`src/design/jmsd_pkg.sv`:
```
package jmsd_pkg;

  localparam logic [7:0] MARK_PREFIX = 8'hFF;
  localparam logic [7:0] MARK_SOI    = 8'hD8;
  localparam logic [7:0] MARK_EOI    = 8'hD9;
  localparam logic [7:0] MARK_SOS    = 8'hDA;
  localparam logic [7:0] MARK_SOF_LO = 8'hC0;
  localparam logic [7:0] MARK_SOF_HI = 8'hCF;
  localparam logic [7:0] MARK_DHT    = 8'hC4;
  localparam logic [7:0] MARK_JPG    = 8'hC8;
  localparam logic [7:0] MARK_DAC    = 8'hCC;

  // Fixed part of a frame header length, before the component entries.
  localparam logic [9:0] SOF_BASE_LEN = 10'd8;

  typedef enum logic [1:0] {
    ST_OK    = 2'd0,
    ST_START = 2'd1,
    ST_LEN   = 2'd2,
    ST_TRUNC = 2'd3
  } status_t;

  typedef enum logic [10:0] {
    PH_FF1     = 11'b000_0000_0001,
    PH_SOI     = 11'b000_0000_0010,
    PH_HUNT    = 11'b000_0000_0100,
    PH_CODE    = 11'b000_0000_1000,
    PH_SKLEN_H = 11'b000_0001_0000,
    PH_SKLEN_L = 11'b000_0010_0000,
    PH_SKIP    = 11'b000_0100_0000,
    PH_FLEN_H  = 11'b000_1000_0000,
    PH_FLEN_L  = 11'b001_0000_0000,
    PH_FIELDS  = 11'b010_0000_0000,
    PH_DONE    = 11'b100_0000_0000
  } phase_t;

  // Frame header fields in arrival order after the length.
  localparam logic [2:0] FLD_PRECISION = 3'd0;
  localparam logic [2:0] FLD_HEIGHT_H  = 3'd1;
  localparam logic [2:0] FLD_HEIGHT_L  = 3'd2;
  localparam logic [2:0] FLD_WIDTH_H   = 3'd3;
  localparam logic [2:0] FLD_WIDTH_L   = 3'd4;

  typedef struct packed {
    logic [7:0] data_byte;
    logic       end_of_data;
  } in_word_t;

  typedef struct packed {
    logic [1:0]  parse_status;
    logic        frame_seen;
    logic [15:0] image_width;
    logic [15:0] image_height;
    logic [7:0]  sample_precision;
    logic [7:0]  component_count;
    logic [7:0]  frame_kind;
  } out_word_t;

  function automatic logic is_frame_code(input logic [7:0] c);
    return (c >= MARK_SOF_LO) && (c <= MARK_SOF_HI) &&
           (c != MARK_DHT) && (c != MARK_JPG) && (c != MARK_DAC);
  endfunction

endpackage

```
`src/design/jmsd_stream_if.sv`:
```
interface jmsd_stream_if #(
  parameter type word_t = logic
);
  logic  valid;
  logic  ready;
  word_t data;

  modport source (output valid, output data, input ready);
  modport sink (input valid, input data, output ready);
endinterface

```
`src/design/jpeg_marker_scan_dimensions_core.sv`:
```
// Channel  | Dir | Word                                     | Transfer
// ---------+-----+------------------------------------------+------------------
// stream   | in  | data_byte[8], end_of_data[1]             | valid && ready
// report   | out | parse_status[2], frame_seen, image_width, | valid && ready
//          |     | image_height, sample_precision,           |
//          |     | component_count, frame_kind               |
//
// One input word per cycle while the skid entry is free; a result, when a word
// causes one, is registered at the edge that takes the word; in the output register
// it can leave at the next. The parse state updates in the cycle of the transfer.
// A two-entry output (register plus skid) keeps stream.ready high while a
// single result waits; ready drops only when both entries are full.
// rst is synchronous, active high; after it the parser expects the first FF.
module jpeg_marker_scan_dimensions_core
  import jmsd_pkg::*;
(
  input  logic                clk,
  input  logic                rst,
  jmsd_stream_if.sink         stream,
  jmsd_stream_if.source       report
);

  // Parser state
  phase_t      phase;
  logic [15:0] segment_length;
  logic [15:0] bytes_to_skip;
  logic [2:0]  field_index;
  logic [7:0]  high_byte_hold;
  logic [15:0] width_reg;
  logic [15:0] height_reg;
  logic [7:0]  precision_reg;
  logic [7:0]  components_reg;
  logic [7:0]  frame_code_reg;
  logic        frame_flag;

  phase_t      phase_next;
  logic [15:0] segment_length_next;
  logic [15:0] bytes_to_skip_next;
  logic [2:0]  field_index_next;
  logic [7:0]  high_byte_hold_next;
  logic [15:0] width_reg_next;
  logic [15:0] height_reg_next;
  logic [7:0]  precision_reg_next;
  logic [7:0]  components_reg_next;
  logic [7:0]  frame_code_reg_next;
  logic        frame_flag_next;

  // Output buffering
  logic      out_valid;
  out_word_t out_word;
  logic      skid_valid;
  out_word_t skid_word;

  logic        accept;
  logic        take;
  logic        emit;
  status_t     status;
  out_word_t   result_word;
  logic [7:0]  b;
  logic        eod;
  logic [15:0] len_word;
  logic [15:0] skip_dec;
  logic [9:0]  comp_bytes;
  logic [9:0]  frame_len_want;

  assign b        = stream.data.data_byte;
  assign eod      = stream.data.end_of_data;
  assign len_word = {high_byte_hold, b};
  assign skip_dec = bytes_to_skip - 16'd1;
  // 3*n as n + 2n: at most 765, fits in ten bits
  assign comp_bytes     = {2'b00, b} + {1'b0, b, 1'b0};
  assign frame_len_want = SOF_BASE_LEN + comp_bytes;

  // Take a word whenever the skid entry is free.
  assign stream.ready = !skid_valid;
  assign accept       = stream.valid && stream.ready;
  assign take         = out_valid && report.ready;

  // Byte-level parse step: next state, and whether this word ends the parse.
  always_comb begin
    phase_next          = phase;
    segment_length_next = segment_length;
    bytes_to_skip_next  = bytes_to_skip;
    field_index_next    = field_index;
    high_byte_hold_next = high_byte_hold;
    width_reg_next      = width_reg;
    height_reg_next     = height_reg;
    precision_reg_next  = precision_reg;
    components_reg_next = components_reg;
    frame_code_reg_next = frame_code_reg;
    frame_flag_next     = frame_flag;
    emit                = 1'b0;
    status              = ST_OK;

    unique case (phase)
      PH_FF1: begin
        if (b != MARK_PREFIX) begin
          emit   = 1'b1;
          status = ST_START;
        end else begin
          phase_next = PH_SOI;
        end
      end
      PH_SOI: begin
        if (b != MARK_SOI) begin
          emit   = 1'b1;
          status = ST_START;
        end else begin
          phase_next = PH_HUNT;
        end
      end
      PH_HUNT: begin
        if (b == MARK_PREFIX) phase_next = PH_CODE;
      end
      PH_CODE: begin
        // Pad bytes (repeated FF) keep us here.
        priority if (b == MARK_PREFIX) begin
          phase_next = PH_CODE;
        end else if (b == MARK_SOS || b == MARK_EOI) begin
          emit   = 1'b1;
          status = ST_OK;
        end else if (is_frame_code(b)) begin
          frame_code_reg_next = b;
          phase_next          = PH_FLEN_H;
        end else begin
          phase_next = PH_SKLEN_H;
        end
      end
      PH_SKLEN_H: begin
        high_byte_hold_next = b;
        phase_next          = PH_SKLEN_L;
      end
      PH_SKLEN_L: begin
        segment_length_next = len_word;
        if (len_word < 16'd2) begin
          emit   = 1'b1;
          status = ST_LEN;
        end else begin
          bytes_to_skip_next = len_word - 16'd2;
          phase_next         = (len_word == 16'd2) ? PH_HUNT : PH_SKIP;
        end
      end
      PH_SKIP: begin
        bytes_to_skip_next = skip_dec;
        if (skip_dec == 16'd0) phase_next = PH_HUNT;
      end
      PH_FLEN_H: begin
        high_byte_hold_next = b;
        phase_next          = PH_FLEN_L;
      end
      PH_FLEN_L: begin
        segment_length_next = len_word;
        field_index_next    = FLD_PRECISION;
        phase_next          = PH_FIELDS;
      end
      PH_FIELDS: begin
        field_index_next = field_index + 3'd1;
        unique case (field_index)
          FLD_PRECISION: precision_reg_next  = b;
          FLD_HEIGHT_H:  high_byte_hold_next = b;
          FLD_HEIGHT_L:  height_reg_next     = len_word;
          FLD_WIDTH_H:   high_byte_hold_next = b;
          FLD_WIDTH_L:   width_reg_next      = len_word;
          default: begin
            // Component count: check the length, then skip the entries.
            components_reg_next = b;
            field_index_next    = FLD_PRECISION;
            if (segment_length != {6'd0, frame_len_want}) begin
              emit   = 1'b1;
              status = ST_LEN;
            end else begin
              frame_flag_next    = 1'b1;
              bytes_to_skip_next = {6'd0, comp_bytes};
              phase_next         = (comp_bytes == 10'd0) ? PH_HUNT : PH_SKIP;
            end
          end
        endcase
      end
      PH_DONE: begin
        phase_next = PH_DONE;
      end
      default: begin
        phase_next = PH_DONE;
      end
    endcase

    if (emit) phase_next = PH_DONE;

    // End of data overrides the byte step; report truncation unless done.
    if (eod) begin
      emit   = (phase != PH_DONE);
      status = ST_TRUNC;
    end
  end

  // Truncation reports the registers as they stand; otherwise the updated ones.
  always_comb begin
    result_word.parse_status = status;
    if (eod) begin
      result_word.frame_seen       = frame_flag;
      result_word.image_width      = width_reg;
      result_word.image_height     = height_reg;
      result_word.sample_precision = precision_reg;
      result_word.component_count  = components_reg;
      result_word.frame_kind       = frame_code_reg;
    end else begin
      result_word.frame_seen       = frame_flag_next;
      result_word.image_width      = width_reg_next;
      result_word.image_height     = height_reg_next;
      result_word.sample_precision = precision_reg_next;
      result_word.component_count  = components_reg_next;
      result_word.frame_kind       = frame_code_reg_next;
    end
  end

  // Advance the parser on each accepted word; end of data starts a new file.
  always_ff @(posedge clk) begin
    if (rst || (accept && eod)) begin
      phase          <= PH_FF1;
      segment_length <= '0;
      bytes_to_skip  <= '0;
      field_index    <= '0;
      high_byte_hold <= '0;
      width_reg      <= '0;
      height_reg     <= '0;
      precision_reg  <= '0;
      components_reg <= '0;
      frame_code_reg <= '0;
      frame_flag     <= 1'b0;
    end else if (accept) begin
      phase          <= phase_next;
      segment_length <= segment_length_next;
      bytes_to_skip  <= bytes_to_skip_next;
      field_index    <= field_index_next;
      high_byte_hold <= high_byte_hold_next;
      width_reg      <= width_reg_next;
      height_reg     <= height_reg_next;
      precision_reg  <= precision_reg_next;
      components_reg <= components_reg_next;
      frame_code_reg <= frame_code_reg_next;
      frame_flag     <= frame_flag_next;
    end
  end

  // Output register and skid entry: control
  always_ff @(posedge clk) begin
    if (rst) begin
      out_valid  <= 1'b0;
      skid_valid <= 1'b0;
    end else if (!out_valid || take) begin
      if (skid_valid) begin
        out_valid  <= 1'b1;
        skid_valid <= 1'b0;
      end else begin
        out_valid <= accept && emit;
      end
    end else if (accept && emit) begin
      skid_valid <= 1'b1;
    end
  end

  // Output register and skid entry: payload
  always_ff @(posedge clk) begin
    if (!out_valid || take) begin
      if (skid_valid) begin
        out_word <= skid_word;
      end else if (accept && emit) begin
        out_word <= result_word;
      end
    end else if (accept && emit) begin
      skid_word <= result_word;
    end
  end

  assign report.valid = out_valid;
  assign report.data  = out_word;

  // The skid entry fills only behind a stalled output word.
  a_skid_behind_out: assert property (@(posedge clk) disable iff (rst)
    skid_valid |-> out_valid)
    else $error("skid entry holds a word while the output register is empty");

  // A result from a byte parks the parser until end of data.
  a_done_after_result: assert property (@(posedge clk) disable iff (rst)
    (accept && emit && !eod) |=> (phase == PH_DONE))
    else $error("parser did not stop after giving a result");

  // End of data always rewinds to the start of a file.
  a_eod_rewinds: assert property (@(posedge clk) disable iff (rst)
    (accept && eod) |=> (phase == PH_FF1 && frame_flag == 1'b0))
    else $error("end of data did not return the parser to its start");

  // A frame counts as seen only with a start-of-frame code recorded.
  a_frame_has_code: assert property (@(posedge clk) disable iff (rst)
    frame_flag |-> is_frame_code(frame_code_reg))
    else $error("frame flag set without a start-of-frame code");

endmodule

```
`src/flat_wrapper.sv`:
```
// flat-port wrapper written by rule: the top's interface ports become plain ports
module jpeg_marker_scan_dimensions_core_flat import jmsd_pkg::*;
  (clk, rst, stream_valid, stream_data, stream_ready, report_valid, report_data, report_ready);
  jmsd_stream_if #(.word_t(in_word_t)) stream_i ();
  jmsd_stream_if #(.word_t(out_word_t)) report_i ();
  input  logic clk;
  input  logic rst;
  input wire logic [$bits(stream_i.valid)-1:0] stream_valid;
  input wire logic [$bits(stream_i.data)-1:0] stream_data;
  output wire logic [$bits(stream_i.ready)-1:0] stream_ready;
  output wire logic [$bits(report_i.valid)-1:0] report_valid;
  output wire logic [$bits(report_i.data)-1:0] report_data;
  input wire logic [$bits(report_i.ready)-1:0] report_ready;
  assign stream_i.valid = stream_valid;
  assign stream_i.data = stream_data;
  assign stream_ready = stream_i.ready;
  assign report_valid = report_i.valid;
  assign report_data = report_i.data;
  assign report_i.ready = report_ready;
  jpeg_marker_scan_dimensions_core u_core (.clk(clk), .rst(rst), .stream(stream_i), .report(report_i));
endmodule
```
`config.mk`:
```
export PLATFORM = sky130hd
export DESIGN_NAME = jpeg_marker_scan_dimensions_core_flat
export DESIGN_NICKNAME = d
export VERILOG_FILES = /design/src/design/jmsd_pkg.sv /design/src/design/jmsd_stream_if.sv /design/src/design/jpeg_marker_scan_dimensions_core.sv /design/src/flat_wrapper.sv
export SDC_FILE = /design/constraint.sdc
export NUM_CORES = 1
export LEC_CHECK = 0
export ABC_AREA = 1
export BUFFER_PORTS_ARGS = -buffer_cell sky130_fd_sc_hd__buf_4
export CAP_MARGIN = 20
export CORE_UTILIZATION = 55
export CTS_BUF_LIST = sky130_fd_sc_hd__clkbuf_16
export DETAILED_ROUTE_END_ITERATION = 10
export GPL_TIMING_DRIVEN = 0
export PLACE_DENSITY = 0.76
export SLEW_MARGIN = 20
export SYNTH_ARGS = -nofsm -noshare
export SYNTH_HDL_FRONTEND = slang
export SYNTH_SLANG_ARGS = --single-unit
```
`constraint.sdc`:
```
create_clock -name clk -period 5.9 [get_ports clk]
set_input_delay 1.18 -clock clk [delete_from_list [all_inputs] [get_ports clk]]
set_output_delay 1.18 -clock clk [all_outputs]
set_load 0.02 [all_outputs]
```
After elaboration in Yosys (flattened, before gate mapping)
Cells that the tools add are included.
{ "word_totals": {"register_bits": 231, "output_inout_bits": 61} }
{ "op_classes": {"reduce_logical": 32, "eq_ne": 37, "magnitude_cmp": 3, "muxes": 57, "n_bitwise": 1, "add_sub_neg": 5} }
{ "ops": {"columns": ["cell", "n"], "rows": [
  ["$mux 59", 2],
  ["$mux 16", 7],
  ["$mux 11", 10],
  ["$pmux 11 s10", 1],
  ["$mux 8", 10],
  ["$mux 57", 1],
  ["$pmux 16 s3", 1],
  ["$ne 8x8->1 const B", 5],
  ["$eq 8x8->1 const B", 3],
  ["$eq 16x2->1 const B", 1],
  ["$logic_not 16->1", 1],
  ["$lt 16x2->1 const B", 1],
  ["$ne 16x10->1", 1],
  ["$pmux 8 s2", 1],
  ["$sub 16x1->16 const B", 1],
  ["$sub 16x2->16 const B", 1],
  ["$mux 1", 14],
  ["$mux 7", 2],
  ["$ne 3x3->1 const B", 4],
  ["$eq 11x1->1 const B", 1],
  ["$eq 11x10->1 const B", 1],
  ["$eq 11x2->1 const B", 1],
  ["$eq 11x3->1 const B", 1],
  ["$eq 11x4->1 const B", 1],
  ["37 further kinds", 63]
]} }

Longest topological paths before layout
{ "depth": {"word_depth": 12, "ltp_mapped": 22, "ltp_nobuf": 22} }

Worst setup path before layout
OpenSTA, ideal clock, no wires.
{ "synth_timing": {"kind": "input to register", "from": "input port stream_data[1]", "to": "register u_core.out_word, in the netlist u_core.report.data[0], enable pin", "path_slack_ps": -339, "arrival_ps": 5763, "stages": 18, "setup_time_ps": 476, "path_buffers": 0, "cell_sequence": "ha_1 -> inv_1 -> fa_1 -> xnor2_2 -> ha_1 -> xor2_1 -> nor2_1 -> nand3_1 -> nor2_1 -> nand2_1 -> nor2_1 -> nand3_1 -> nor2_1 -> nand2_2 -> nand2_1 -> nand4_1 -> a21oi_1 -> nor2_1"} }
{ "synth_via": {"elab_chain_len": 10} }
{ "synth_lines": {"columns": ["element", "line", "rtl"], "rows": [
  ["from (decl)", "flat_wrapper.sv:9", "input wire logic [$bits(stream_i.data)-1:0] stream_data;"],
  ["$add 8x9->10", "jpeg_marker_scan_dimensions_core.sv:71", "assign comp_bytes = {2'b00, b} + {1'b0, b, 1'b0};"],
  ["$add 4x10->10", "jpeg_marker_scan_dimensions_core.sv:72", "assign frame_len_want = SOF_BASE_LEN + comp_bytes;"],
  ["$ne 16x10->1", "jpeg_marker_scan_dimensions_core.sv:168", "if (segment_length != {6'd0, frame_len_want}) begin"],
  ["$mux 1", "jpeg_marker_scan_dimensions_core.sv:168", null],
  ["$mux 1", "jpeg_marker_scan_dimensions_core.sv:158", "unique case (field_index)"],
  ["$pmux 1 s5 *", "jpeg_marker_scan_dimensions_core.sv:95", "unique case (phase)"],
  ["$mux 1 *", "jpeg_marker_scan_dimensions_core.sv:190", "if (eod) begin"],
  ["$logic_and 1x1->1 *", "jpeg_marker_scan_dimensions_core.sv:267", "end else if (accept && emit) begin"],
  ["$reduce_bool 2->1 (no source line) *", null, null],
  ["$reduce_and 2->1 (no source line) *", null, null],
  ["to (signal assigned)", "jpeg_marker_scan_dimensions_core.sv:266", "out_word <= skid_word;"],
  ["to (signal assigned)", "jpeg_marker_scan_dimensions_core.sv:268", "out_word <= result_word;"],
  ["to (decl)", "jpeg_marker_scan_dimensions_core.sv:50", "out_word_t out_word;"]
]} }
Mark *: on every way between the ends. The rest lies on a longest branch, timed or not.
A chain may end at the register's enable or synchronous reset.

Worst setup path in the final report
{ "layout_timing": {"from": "input port stream_data[3]", "to": "register u_core.skid_word[38] (netlist name), enable pin"} }
{ "layout_via": {"elab_chain_len": 9} }
{ "layout_lines": {"columns": ["element", "line", "rtl"], "rows": [
  ["$add 8x9->10", "jpeg_marker_scan_dimensions_core.sv:71", null],
  ["$add 4x10->10", "jpeg_marker_scan_dimensions_core.sv:72", null],
  ["$ne 16x10->1", "jpeg_marker_scan_dimensions_core.sv:168", null],
  ["$mux 1", "jpeg_marker_scan_dimensions_core.sv:168", null],
  ["$mux 1", "jpeg_marker_scan_dimensions_core.sv:158", null],
  ["$pmux 1 s5 *", "jpeg_marker_scan_dimensions_core.sv:95", null],
  ["$mux 1 *", "jpeg_marker_scan_dimensions_core.sv:190", null],
  ["$logic_and 1x1->1 *", "jpeg_marker_scan_dimensions_core.sv:270", "end else if (accept && emit) begin"],
  ["$reduce_and 2->1 (no source line) *", null, null],
  ["to (signal assigned)", "jpeg_marker_scan_dimensions_core.sv:271", "skid_word <= result_word;"],
  ["to (decl)", "jpeg_marker_scan_dimensions_core.sv:52", "out_word_t skid_word;"]
]} }
Marked as above.

==> summary by stage <==
Outcome
The flow ran to the end, and the final reports show no timing, DRC or antenna violations.

Drt
In this run, the number of DRC markers left after iteration 0 of detailed routing was between 1000 and 1500. The wire length after detailed routing is 31700 um. The routed layout has 10700 vias.

Dividing the detail-routed wire length by the instance count gives 16.5 um. The remaining antenna violation count after routing is 0. The via count normalized by instance count is 5.59. The number of detailed-route iterations in the first pass is 6. The number of remaining DRC errors is 0.

STA
For the pin with the worst max-slew slack, the measured transition is 0.750 ns. The number of slew-limit violations in the final report is 0. Derived from the worst setup path, the maximum achievable clock frequency is 0.206 GHz.

After routing, the total negative slack on setup checks comes to 0 ns. The count of final hold-check violations is 0. The worst clock skew is 0.0140 ns. Across all setup checks in the final design, the least slack found is 1.05 ns. The remaining max-slew budget at the tightest pin is 0.500.

The final cycle utilization of the critical path is 0.821. The final number of setup-violating endpoints is 0. The time the final worst path needs with I/O delays and setup is 4.85 ns. Setup repair after global routing left no endpoint under its margin.

GRT
The largest net degree at the start of global routing is 31. The via count of the first global-routing pass is 9805. The met1 usage in global routing is 0.358. The met2 track demand over resource in global routing is 0.484. For this run, the total global-route usage over all layers was measured as 0.280. The global-route wire length before repair is 49500 um. In the global route stage, met3 resource usage came out at 0.0412. After global routing, the most crowded layer is met2. For this run the aggregate overflow at the end of global routing stands at 0. The initial antenna violation count is 0.

Layout
The register area is between 5000 and 6000 sq um. The area growth from synthesis to layout is 14.2%. In the final layout, the share of cells above drive strength 1 is 0.105. After the last flow step, the layout net total stands at ~1700. The number of filler instances in the final layout is 1780.

Leaving out fill and tap cells, the most frequent cell in the layout is sky130_fd_sc_hd__nand2_1. The footprint of the multi-input gates is around 5200 sq um. Leaving out fill and tap cells, the most frequent cells in the layout are 361 x sky130_fd_sc_hd__nand2_1, 215 x sky130_fd_sc_hd__inv_1, 146 x sky130_fd_sc_hd__a21oi_1, 141 x sky130_fd_sc_hd__o21ai_0, 118 x sky130_fd_sc_hd__edfxtp_1. The total inserted antenna cells is 0.

Synth
The parity-gate share of the synthesized area counting xor and xnor cells is 0.0209. Of the total synthesized cell area, the portion taken by AND, OR, NAND and NOR gates is 0.204. Of the post-synthesis cell area, the part taken by muxes is 0.0132. The synthesized design spends more area on one cell type than any other, namely sky130_fd_sc_hd__edfxtp_1.

Yosys printed 0 warnings. The post-synthesis share of cell area spent on full adders, half adders and majority gates is 0.0337. The async set or reset register ratio after synthesis is 0.

The largest family of logic cells by synthesized area is simple AND/OR/NAND/NOR gates. In this run, synthesis inferred 118 flip-flops with an integrated enable. In this run the mean area of a mapped cell was 7.94 sq um. The compound-gate portion of the synthesized area is 0.154.

The predominant post-synthesis flop cell is sky130_fd_sc_hd__edfxtp_1. The total standard cell area after synthesis is 12100 sq um. The portion of synthesized cell area occupied by the leading cell type is 0.293. The synthesized net count is ~1600. In this run, synthesis produced a sequential element count of 231. The number of library cell types mapped by synthesis is 54. Synthesis produced a netlist whose cell count is 1523. Sorting the synthesized cells by area gives the leading types as sky130_fd_sc_hd__edfxtp_1 29%, sky130_fd_sc_hd__dfxtp_1 19%, sky130_fd_sc_hd__nand2_1 11%, sky130_fd_sc_hd__inv_1 6.6%, sky130_fd_sc_hd__a21oi_1 6.0%. The sequential element share of the synthesized area is 0.480.

Critical path
The largest fanout on the critical path is 27. STA puts the critical path data required time at 6.12 ns. The type of element launching the critical path is an input pin. The data arrival time of the worst path is 5.06 ns. The type of the worst setup path is input pin to flop. The endpoint kind of the worst setup timing path is a flop. Measured in cells, the most critical reg-to-reg path has a length of 13.

Floorplanning
Measured along the y axis, the die boundary spans between 150 and 200 um. In this run the count of I/O pins placed on the die edge is 74. In this run the core area contains 53 standard-cell rows. The placeable core region is ~21000 sq um. The width of the chip is 150 um. The starting density of the core is 0.568. The floorplan step defined a die boundary enclosing ~23000 sq um.

CTS
Counting every sink on the clock net gives ~230. The CTS tree is yes. The number of buffers inserted for hold repair after clock tree synthesis is 0. The later pin in the worst-skew pair is clocked with a latency of 0.52 ns.

The number of gates resized after CTS was 0. Counting the buffers created by CTS gives 24. The tree is rooted in a sky130_fd_sc_hd__clkbuf_16. The CTS H-tree depth is 1. The buffer depth of the longest clock path is 3.

The post-CTS setup-driven buffer insertion count is 0. The clock input transition at the sequential cells of the worst setup and hold paths is 0.06 ns.

Power
The power density of the placed cells is around 270 nW/um^2. The maximum ir drop on the vdd rail is ~160 uV. The leakage power is just over 6 nW.

Placement
At the end of routability-driven placement, the weighted congestion stood at 0.956. The number of buffers added on ports is 73. The detailed-placement wirelength estimate is 22500 um. The minimum setup slack after placement is about 0.52 ns.

Hold path
The worst hold path passes through 2 cells. The tightest min-delay check is of the flop to flop type.

Flow run
Max-cap violations in this run came to 0.
-- power breakdown --
part / switching, W / leakage (nW) / total (W) / internal (W)
clock network: 0.000633 / 0.355 / 0.00140 / 0.000766
logic: 0.000387 / 3.69 / 0.000570 / 0.000183
registers: 0.0000273 / 2.04 / 0.00180 / 0.00178
-- stage by stage --
stage / instances / util / total power, W / instance area (sq um) / hold slack [ns]
after floorplan: 1523 / - / 0.00221 / 12100 / 0.436
after global placement: 1871 / 0.610 / 0.00237 / 13000 / 0.443
after detailed placement: 1875 / 0.615 / 0.00240 / 13100 / 0.452
after CTS: 1919 / 0.649 / 0.00378 / 13800 / 0.462
after global routing: 1919 / 0.649 / 0.00391 / 13800 / 0.487
final: 1919 / 0.649 / 0.00377 / 13800 / 0.460
-- critical path, cell delays in order --
cell and delay [ns]:
sky130_fd_sc_hd__buf_4 0.14, sky130_fd_sc_hd__inv_1 0.48, sky130_fd_sc_hd__ha_1 0.44, sky130_fd_sc_hd__a21oi_1 0.22, sky130_fd_sc_hd__nand3_1 0.10, sky130_fd_sc_hd__nand2_1 0.19, sky130_fd_sc_hd__ha_1 0.30, sky130_fd_sc_hd__xor2_1 0.14
sky130_fd_sc_hd__nor2_1 0.05, sky130_fd_sc_hd__nand3_1 0.08, sky130_fd_sc_hd__nor2_1 0.04, sky130_fd_sc_hd__nand2_1 0.06, sky130_fd_sc_hd__nor2_1 0.04, sky130_fd_sc_hd__nand3_1 0.07, sky130_fd_sc_hd__nor2_1 0.05, sky130_fd_sc_hd__nand2_2 0.15
sky130_fd_sc_hd__nand2_1 0.11, sky130_fd_sc_hd__nand4_1 0.17, sky130_fd_sc_hd__nand2_1 0.14, sky130_fd_sc_hd__nor2_4 0.43, sky130_fd_sc_hd__buf_12 0.26, sky130_fd_sc_hd__buf_16 0.18
-- area by class of cell --
class,instances,share of cell area
Sequential cell,231,0.420
Multi-Input combinational cell,1002,0.374
Inverter,226,0.0614
Timing Repair Buffer,77,0.0460
Clock buffer,25,0.0453
Tap cell,275,0.0249
Buffer,64,0.0209
Clock inverter,19,0.00680
-- cell families (layout without fill, tap and decap cells) --
family	Yosys count	after routing
buffers and inverters	290	411
flip-flops	231	231
multiplexers	16	16
AO/OA/AOI/OAI	351	351
AND/OR/NAND/NOR	575	575
adder cells (fa/ha/maj)	32	32
XOR/XNOR	28	28
-- cells in the mapped netlist (15+ instances only) --
cell type / n
sky130_fd_sc_hd__o21ai_0: 141
sky130_fd_sc_hd__nand3_1: 41
sky130_fd_sc_hd__a21oi_1: 146
sky130_fd_sc_hd__clkbuf_1: 40
sky130_fd_sc_hd__nor3_1: 15
sky130_fd_sc_hd__xor2_1: 24
sky130_fd_sc_hd__dfxtp_1: 113
sky130_fd_sc_hd__nand2_1: 361
sky130_fd_sc_hd__nor2_1: 100
sky130_fd_sc_hd__o21ai_1: 31
sky130_fd_sc_hd__ha_1: 31
sky130_fd_sc_hd__nand4_1: 18
sky130_fd_sc_hd__inv_1: 212
sky130_fd_sc_hd__mux2i_1: 16
sky130_fd_sc_hd__edfxtp_1: 118
-- per-layer routing --
metal | vias up | wire length, um
met5 | - | 0
met4 | 0 | 937
met3 | 75 | 2380
met2 | 433 | 15300
met1 | 5016 | 13100
li1 | 5210 | -
-- path summary, 6_finish.rpt --
check,start,end,slack [ns]
max,stream_data[3],u_core.skid_word[38],1.05
min,u_core.frame_flag,u_core.frame_flag,0.46
max reg2reg,u_core.phase[3],u_core.skid_word[38],2.57
min reg2reg,u_core.frame_flag,u_core.frame_flag,0.46
No activity file was read; power rests on OpenSTA's default activity.
